<file path="src/rtl/shs_pkg.sv">
`timescale 1ns / 1ps
// ----------------------------------------------------------------------------
// Shifted-sum string hash package
// Constants and shared types for the streaming byte hash.
// ----------------------------------------------------------------------------
package shs_pkg;

    localparam int unsigned MAX_LENGTH = 65535;

    localparam int unsigned BYTE_W  = 8;
    localparam int unsigned LEN_W   = 16;
    localparam int unsigned HASH_W  = 31;
    localparam int unsigned SHIFT_W = 5;

    localparam logic [31:0]        SEED_MULT  = 32'h238F13AF;
    localparam logic [31:0]        LCG_MULT   = 32'd1103515243;
    localparam logic [HASH_W-1:0]  LCG_ADD    = 31'd12345;
    localparam logic [SHIFT_W-1:0] SHIFT_STEP = 5'd5;
    localparam logic [SHIFT_W-1:0] SHIFT_MOD  = 5'd24;

    typedef struct packed {
        logic [BYTE_W-1:0] byte_value;
        logic              first_item;
        logic              last_item;
        logic              empty_message;
        logic [HASH_W-1:0] seed;
    } shs_item_t;

endpackage

</file>
<file path="src/rtl/shs_front.sv">
`timescale 1ns / 1ps
// ----------------------------------------------------------------------------
// Shifted-sum hash input stage
// Registers each input transfer together with the length-derived seed.
// ----------------------------------------------------------------------------
module shs_front
    import shs_pkg::*;
(
    input  logic               clk,
    input  logic               rst_n,
    input  logic               in_valid,
    output logic               in_ready,
    input  logic [BYTE_W-1:0]  byte_value,
    input  logic               first_item,
    input  logic               last_item,
    input  logic [LEN_W-1:0]   message_length,
    input  logic               empty_message,
    output logic               item_valid,
    input  logic               item_ready,
    output shs_item_t          item
);

    logic             valid_reg;
    shs_item_t        item_reg;
    shs_item_t        item_next;
    logic [LEN_W-1:0] length_sat;

    always_comb
    begin
        length_sat = (32'(message_length) > MAX_LENGTH) ? LEN_W'(MAX_LENGTH)
                                                        : message_length;
        item_next.byte_value    = byte_value;
        item_next.first_item    = first_item;
        item_next.last_item     = last_item;
        item_next.empty_message = empty_message;
        item_next.seed          = SEED_MULT[HASH_W-1:0] * HASH_W'(length_sat);
    end

    assign in_ready   = !valid_reg || item_ready;
    assign item_valid = valid_reg;
    assign item       = item_reg;

    always_ff @(posedge clk or negedge rst_n)
    begin
        if (!rst_n)
        begin
            valid_reg <= 1'b0;
        end
        else if (in_ready)
        begin
            valid_reg <= in_valid;
        end
    end

    always_ff @(posedge clk)
    begin
        if (in_ready && in_valid)
        begin
            item_reg <= item_next;
        end
    end

endmodule

</file>
<file path="src/rtl/shs_update.sv">
`timescale 1ns / 1ps
// ----------------------------------------------------------------------------
// Shifted-sum hash accumulator
// Holds the accumulator and shift position and updates them once per byte.
// ----------------------------------------------------------------------------
module shs_update
    import shs_pkg::*;
(
    input  logic              clk,
    input  logic              rst_n,
    input  logic              item_valid,
    output logic              item_ready,
    input  shs_item_t         item,
    output logic              fin_valid,
    input  logic              fin_ready,
    output logic [HASH_W-1:0] fin_acc
);

    logic [HASH_W-1:0]  acc_reg;
    logic [HASH_W-1:0]  acc_next;
    logic [SHIFT_W-1:0] shift_reg;
    logic [SHIFT_W-1:0] shift_next;
    logic               fin_valid_reg;
    logic [HASH_W-1:0]  fin_acc_reg;
    logic [SHIFT_W-1:0] shift_cur;
    logic [SHIFT_W-1:0] shift_inc;
    logic [HASH_W-1:0]  acc_base;
    logic [HASH_W-1:0]  extended;
    logic               advance;

    always_comb
    begin
        shift_cur = item.first_item ? '0 : shift_reg;
        acc_base  = item.first_item ? item.seed : acc_reg;
        extended  = {{(HASH_W - BYTE_W){item.byte_value[BYTE_W-1]}}, item.byte_value};
        shift_inc = shift_cur + SHIFT_STEP;
        if (item.empty_message)
        begin
            acc_next   = '0;
            shift_next = '0;
        end
        else
        begin
            acc_next   = acc_base + (extended << shift_cur);
            shift_next = (shift_inc >= SHIFT_MOD) ? shift_inc - SHIFT_MOD : shift_inc;
        end
    end

    assign item_ready = !fin_valid_reg || fin_ready;
    assign advance    = item_valid && item_ready;
    assign fin_valid  = fin_valid_reg;
    assign fin_acc    = fin_acc_reg;

    always_ff @(posedge clk or negedge rst_n)
    begin
        if (!rst_n)
        begin
            acc_reg       <= '0;
            shift_reg     <= '0;
            fin_valid_reg <= 1'b0;
        end
        else
        begin
            if (advance)
            begin
                acc_reg   <= acc_next;
                shift_reg <= shift_next;
            end
            if (item_ready)
            begin
                fin_valid_reg <= item_valid && (item.last_item || item.empty_message);
            end
        end
    end

    always_ff @(posedge clk)
    begin
        if (advance)
        begin
            fin_acc_reg <= acc_next;
        end
    end

    assert property (@(posedge clk) disable iff (!rst_n) shift_reg < SHIFT_MOD)
        else $error("shift position out of range");

    assert property (@(posedge clk) disable iff (!rst_n)
        advance && item.empty_message |=> acc_reg == '0 && shift_reg == '0)
        else $error("empty message did not clear the state");

    assert property (@(posedge clk) disable iff (!rst_n)
        !advance |=> $stable(acc_reg) && $stable(shift_reg))
        else $error("state changed without a byte transfer");

    assert property (@(posedge clk) disable iff (!rst_n)
        advance && item.empty_message |=> fin_valid_reg && fin_acc_reg == '0)
        else $error("empty message result not queued");

endmodule

</file>
<file path="src/rtl/shs_finish.sv">
`timescale 1ns / 1ps
// ----------------------------------------------------------------------------
// Shifted-sum hash finishing stage
// Applies the linear-congruential finish and holds the result for output.
// ----------------------------------------------------------------------------
module shs_finish
    import shs_pkg::*;
(
    input  logic              clk,
    input  logic              rst_n,
    input  logic              fin_valid,
    output logic              fin_ready,
    input  logic [HASH_W-1:0] fin_acc,
    output logic              out_valid,
    input  logic              out_ready,
    output logic [HASH_W-1:0] hash_value
);

    logic              valid_reg;
    logic [HASH_W-1:0] hash_reg;
    logic [HASH_W-1:0] hash_next;

    assign hash_next  = LCG_MULT[HASH_W-1:0] * fin_acc + LCG_ADD;
    assign fin_ready  = !valid_reg || out_ready;
    assign out_valid  = valid_reg;
    assign hash_value = hash_reg;

    always_ff @(posedge clk or negedge rst_n)
    begin
        if (!rst_n)
        begin
            valid_reg <= 1'b0;
        end
        else if (fin_ready)
        begin
            valid_reg <= fin_valid;
        end
    end

    always_ff @(posedge clk)
    begin
        if (fin_ready && fin_valid)
        begin
            hash_reg <= hash_next;
        end
    end

endmodule

</file>
<file path="src/rtl/shifted_sum_string_hash.sv">
`timescale 1ns / 1ps
// ----------------------------------------------------------------------------
// Shifted-sum string hash
// Streaming hash over a byte message, one byte per input transfer.
//
//   Channel   Handshake             Payload
//   input     in_valid / in_ready   byte_value, first_item, last_item,
//                                   message_length, empty_message
//   output    out_valid / out_ready hash_value
//
// One byte is accepted per cycle while the output keeps up.
// A result passes the front, update and finish registers in turn.
// Loops: accumulator (one add of a shifted byte), shift position.
// Reset clears the accumulator, the shift position and all valid flags.
// A stalled output fills the two inner stages before input ready drops.
// ----------------------------------------------------------------------------
module shifted_sum_string_hash
    import shs_pkg::*;
(
    input  logic              clk,
    input  logic              rst_n,
    input  logic              in_valid,
    output logic              in_ready,
    input  logic [BYTE_W-1:0] byte_value,
    input  logic              first_item,
    input  logic              last_item,
    input  logic [LEN_W-1:0]  message_length,
    input  logic              empty_message,
    output logic              out_valid,
    input  logic              out_ready,
    output logic [HASH_W-1:0] hash_value
);

    logic              item_valid;
    logic              item_ready;
    shs_item_t         item;
    logic              fin_valid;
    logic              fin_ready;
    logic [HASH_W-1:0] fin_acc;

    shs_front u_front (
        .clk            (clk),
        .rst_n          (rst_n),
        .in_valid       (in_valid),
        .in_ready       (in_ready),
        .byte_value     (byte_value),
        .first_item     (first_item),
        .last_item      (last_item),
        .message_length (message_length),
        .empty_message  (empty_message),
        .item_valid     (item_valid),
        .item_ready     (item_ready),
        .item           (item)
    );

    shs_update u_update (
        .clk        (clk),
        .rst_n      (rst_n),
        .item_valid (item_valid),
        .item_ready (item_ready),
        .item       (item),
        .fin_valid  (fin_valid),
        .fin_ready  (fin_ready),
        .fin_acc    (fin_acc)
    );

    shs_finish u_finish (
        .clk        (clk),
        .rst_n      (rst_n),
        .fin_valid  (fin_valid),
        .fin_ready  (fin_ready),
        .fin_acc    (fin_acc),
        .out_valid  (out_valid),
        .out_ready  (out_ready),
        .hash_value (hash_value)
    );

endmodule

</file>
<file path="config.mk">
export PLATFORM = sky130hd
export DESIGN_NAME = shifted_sum_string_hash
export DESIGN_NICKNAME = d
export VERILOG_FILES = /design/src/rtl/shs_pkg.sv /design/src/rtl/shs_front.sv /design/src/rtl/shs_update.sv /design/src/rtl/shs_finish.sv /design/src/rtl/shifted_sum_string_hash.sv
export SDC_FILE = /design/constraint.sdc
export NUM_CORES = 1
export LEC_CHECK = 0
export BUFFER_PORTS_ARGS = -buffer_cell sky130_fd_sc_hd__buf_2
export CORE_ASPECT_RATIO = 1.25
export CORE_UTILIZATION = 58
export DETAILED_ROUTE_END_ITERATION = 12
export PLACE_DENSITY_LB_ADDON = 0.2
export SLEW_MARGIN = 15
export SYNTH_ARGS = -nofsm -noshare
export SYNTH_HDL_FRONTEND = slang
export SYNTH_SLANG_ARGS = --single-unit
</file>
<file path="constraint.sdc">
create_clock -name clk -period 8.9 [get_ports clk]
set_input_delay 1.78 -clock clk [delete_from_list [all_inputs] [get_ports clk]]
set_output_delay 1.78 -clock clk [all_outputs]
set_load 0.1 [all_outputs]
</file>
* Word level (Yosys, flattened, before mapping) *
Cells that the tools add are included.

storage, ports and cells
  output and inout port bits = 33
  flip-flop bits (word level) = 143
  input port bits = 31

operators by class
  shift-type cells = 1
  $lt $le $gt $ge = 1
  $mul = 2
  reductions and logical operators = 11
  $add $sub $neg = 4
  multiplexer cells = 5

operators with widths
  cell                    number
  $mux 31                 2
  $add 31x14->31 const B  1
  $add 31x31->31          1
  $mul 30x16->31 const A  1
  $mul 31x31->31 const A  1
  $shl 31x5->31           1
  $mux 5                  3
  $add 5x3->5 const B     1
  $ge 5x5->1 const B      1
  $sub 5x5->5 const B     1
  $logic_and 1x1->1       4
  $logic_or 1x1->1        4
  $logic_not 1->1         3

* Longest topological paths before layout *
  depth in word-level cells = 5
  mapped depth = 27
  gate-level depth less buffers = 27

* Modules after synthesis *
From an unflattened synthesis, not the netlist that was laid out.

unflattened totals
  cell total of the unflattened synthesis = 2,218
  area total of the unflattened synthesis = 22,366.5 µm²

modules (own cells, without submodules)
  module      area each (µm²)  sequential area each (µm²)  cells an instance  times used
  shs_finish  9,855.7          955.9                       953                1
  shs_front   7,324.5          1,286.2                     689                1
  shs_update  5,186.2          1,856.8                     576                1

* Worst setup path after synthesis *
No wires, ideal clock.

  path type = input port to flip-flop
  start = input message_length[4]
  end = register u_front.item_reg (netlist bit u_front.item[30]), data pin
  stages = 19
  data required time = 8,622 ps
  data arrival time = 6,806 ps
  slack = 1,816 ps
  path through = fa_1 inv_1 fa_1 inv_1 fa_1 fa_1 fa_1 inv_1 fa_1 inv_1 ha_1 and3_1 and3_1 o21a_1 a41oi_1 o21ai_1 a41oi_1 mux2i_1 o311ai_0

RTL lines
  element               line                           RTL
  from (decl)           shifted_sum_string_hash.sv:27  input logic [LEN_W-1:0] message_length,
  to (signal assigned)  shs_front.sv:59                item_reg <= item_next;
  to (decl)             shs_front.sv:24                shs_item_t item_reg;

==> out/metrics.csv <==
metric,value,unit
fin_skew,0.01036,ns
cpMostUsedCell,fa_1,
synth_top_area_cell,fa_1,
rr_worst_depth,24,
rows,79,
dp.final_hpwl,45400,µm
final_cell_count_no_fill,2693,
relSlewSlack,32.26,%
synth_seq_cells,143,
initial_utilization,58.76,%
grt_max_degree,59,
area_growth,6.703,%
grt_overflow,0,
vias,14537,
cp_slowest_cell,fa_1,
cp.arrival,7.43,ns
synthCells,2136,
dieArea,38440,µm²
drt-total-wl,52190,µm
yosysTopAreaCellShare,27.78,%
worstHoldStart,u_front.item[32],
cp_max_fo,6,
dp_cells,2661,
postSynthAreaPerCell,10.22,µm²
crit_family,adder cells,
slowest_delay,0.71,ns
r2r_end,u_finish.hash_value[29],
die_h,218.9,µm
hold_viol_final,0,
period_minus_slack,7.256,ns
drive_gt1_share,7.114,%
fill_cells,3103,
crit_type,in2reg,
ys_seq_area_share,18.77,%
clk_latency,0.45,ns
ys.flop_type,edfxtp_1,
synthTopCellsByArea,"fa_1 (28%), ha_1 (22%), edfxtp_1 (14%)",
drcViolationCount,0,
ctsHtreeMaxLevel,4,
crit_buf_inv,5,
hp-class,reg2reg,
clock_sinks,143,
synth_edf_count,104,
async_reset_ff_share,27.27,%
fmax,137.8,MHz
finalSetupViolCount,0,
via_per_inst,5.398,
gp_congestion,0.9768,
grt_pass1_wl,83100,µm
setup_tns,0,ns
avgRoutedWirePerCell,19.38,µm
core,37170,µm²
min_to,u_update.fin_valid,
ys_types,64,
largest_register_ffs,42,
antenna_found_initial,0,
cts-root-buf,clkbuf_16,
required,9.08,ns
dpl-instance-area,22690,µm²
path_cells,"buf_2, fa_1, inv_1, fa_1, inv_1, fa_1, fa_1, fa_1, inv_1, fa_1, inv_1, ha_1, and3_1, and3_1, o21a_1, a41oi_1, o21ai_1, a41oi_1, mux2i_1, o311ai_0",
tightest_slew,1.016,ns
cts_made_buffers,17,
run_status,finished clean,
startpoint_type,primary input,
antenna_left,0,
cts_resized,0,
yosys_warnings,0,
ctsLongestPathBuffers,2,
synth_fp_nets,2846,
cts_tree,done,
syn_area,21840,µm²
nets,2904,
num_io_pins,64,
grt_usage,29.00,%
r2r_setup_slack,1.88,ns
hold-path-cell-count,2,
rsz0062_at_grt,no,
numPortBuffers,63,
hold_buffers,0,
slew_violations,0,
grt_pass1_vias,15929,
first_iter_violations,499,
diodes,0,
maxCapViolations,0,
cts_setup_buffers,0,
finalCritPeriodShare,81.52,%
die_x,175.6,µm
clkSlewWorstSetupHoldPaths,0.07,ns
first_pass_iters,8,
timing.rr.start,u_update.fin_acc[5],
design_area,23300,µm²
cp-end-kind,flop,
-- per-layer routing --
metal / wire [µm] / global-route usage [%] / part of all wire, % / up-vias
li1: - / - / - / 6988
met1: 18830 / 28.61 / 36 / 7135
met2: 28450 / 56.15 / 55 / 271
met3: 1146 / 3.119 / 2.2 / 143
met4: 3771 / 20.23 / 7.2 / 0
met5: 0 / 0 / 0 / -
-- layout by cell type (no fill, tap or decap), types with 13 or more instances in the layout --
master / instances
inv_1: 535
ha_1: 376
fa_1: 303
edfxtp_1: 104
nor2_1: 95
xnor2_1: 91
nand2_1: 88
a21oi_1: 70
o21ai_0: 67
buf_2: 63
dfrtp_1: 39
mux2_2: 37
a21o_1: 33
xor2_1: 30
o31ai_1: 24
nand2b_1: 23
mux2i_1: 17
a211oi_1: 17
clkbuf_16: 17
nor2b_1: 15
nor3_1: 14
nand3_1: 13
-- how the worst max path moves through the flow --
stage / from / to / slack [ns] / cells after the start
4_1_cts: message_length[4] / u_front.item[30] / 1.68 / 20
3_3_place_gp: message_length[4] / u_front.item[30] / 1.25 / 20
3_5_place_dp: message_length[4] / u_front.item[30] / 1.20 / 20
5_1_grt: message_length[4] / u_front.item[30] / 1.33 / 20
6_report: message_length[4] / u_front.item[30] / 1.64 / 20
2_1_floorplan: message_length[4] / u_front.item[30] / 1.82 / 19
-- final cells by class --
class                      instances  area (µm²)  area share [%]
timing repair buffer              68       352.8           1.514
clock inverter                    15       186.4          0.8000
sequential                       143        4099           17.59
inverter                         535        2008           8.618
tap                              486       608.1           2.610
clock buffer                      17       425.4           1.826
multi-input combinational       1429       15620           67.04
-- kinds of logic after synthesis --
group                    count (synthesis)  share of synthesized area (%)
adder cells (fa/ha/maj)                679                          49.32
buffers and inverters                  564                          9.711
AND/OR/NAND/NOR                        296                          6.274
AO/OA/AOI/OAI                          279                          8.388
flip-flops                             143                          18.77
XOR/XNOR                               121                          4.853
multiplexers                            54                          2.687
-- stage by stage --
step           util (%)  setup slack, ns  hold slack [ns]
2_1_floorplan         -            1.816           0.4410
3_3_place_gp      61.05            1.252           0.4450
3_5_place_dp      61.05            1.202           0.4565
4_1_cts           62.70            1.685           0.4728
5_1_grt           62.70            1.330           0.4846
6_report          62.70            1.644           0.4686
-- worst reg2reg max path: stages, from the launching register on --
cell	delay (ns)
edfxtp_1	0.68
fa_1	0.59
xor2_1	0.18
ha_1	0.20
a21o_1	0.17
fa_1	0.55
inv_1	0.05
fa_1	0.47
inv_1	0.05
fa_1	0.45
ha_1	0.28
inv_1	0.04
fa_1	0.45
fa_1	0.49
inv_1	0.04
ha_1	0.38
and3_1	0.24
o21ai_0	0.09
a21boi_0	0.25
o21ai_0	0.11
a21oi_1	0.41
nand4_1	0.15
o211ai_1	0.17
o41ai_1	0.14
xnor2_1	0.14
-- synth_stat cells (2+ instances only) --
| master | count |
|---|---|
| nand3_1 | 13 |
| dfrtp_1 | 39 |
| a22o_1 | 3 |
| o211ai_1 | 3 |
| a32oi_1 | 2 |
| nor2_1 | 95 |
| a21boi_0 | 7 |
| xor2_1 | 30 |
| or2_2 | 7 |
| and2_1 | 12 |
| ha_1 | 376 |
| a21oi_2 | 3 |
| xnor2_1 | 91 |
| nand2_1 | 89 |
| nor2b_1 | 15 |
| o21ai_1 | 4 |
| a41o_1 | 2 |
| inv_1 | 535 |
| edfxtp_1 | 104 |
| o22ai_1 | 2 |
| o21bai_1 | 8 |
| a41oi_1 | 4 |
| nor4_1 | 3 |
| a21oi_1 | 70 |
| a31oi_1 | 5 |
| a211oi_1 | 17 |
| or3_1 | 2 |
| o21a_1 | 7 |
| clkbuf_1 | 24 |
| a21o_1 | 33 |
| mux2_2 | 37 |
| o21ai_0 | 67 |
| nor3_1 | 14 |
| nand4_1 | 11 |
| and3_1 | 7 |
| fa_1 | 303 |
| buf_1 | 4 |
| mux2i_1 | 17 |
| nand2b_1 | 23 |
| o31ai_1 | 24 |
Power is left out: the tool's default activity adds up to more than one toggle a clock period on the data nets, which glitch-free logic cannot reach.
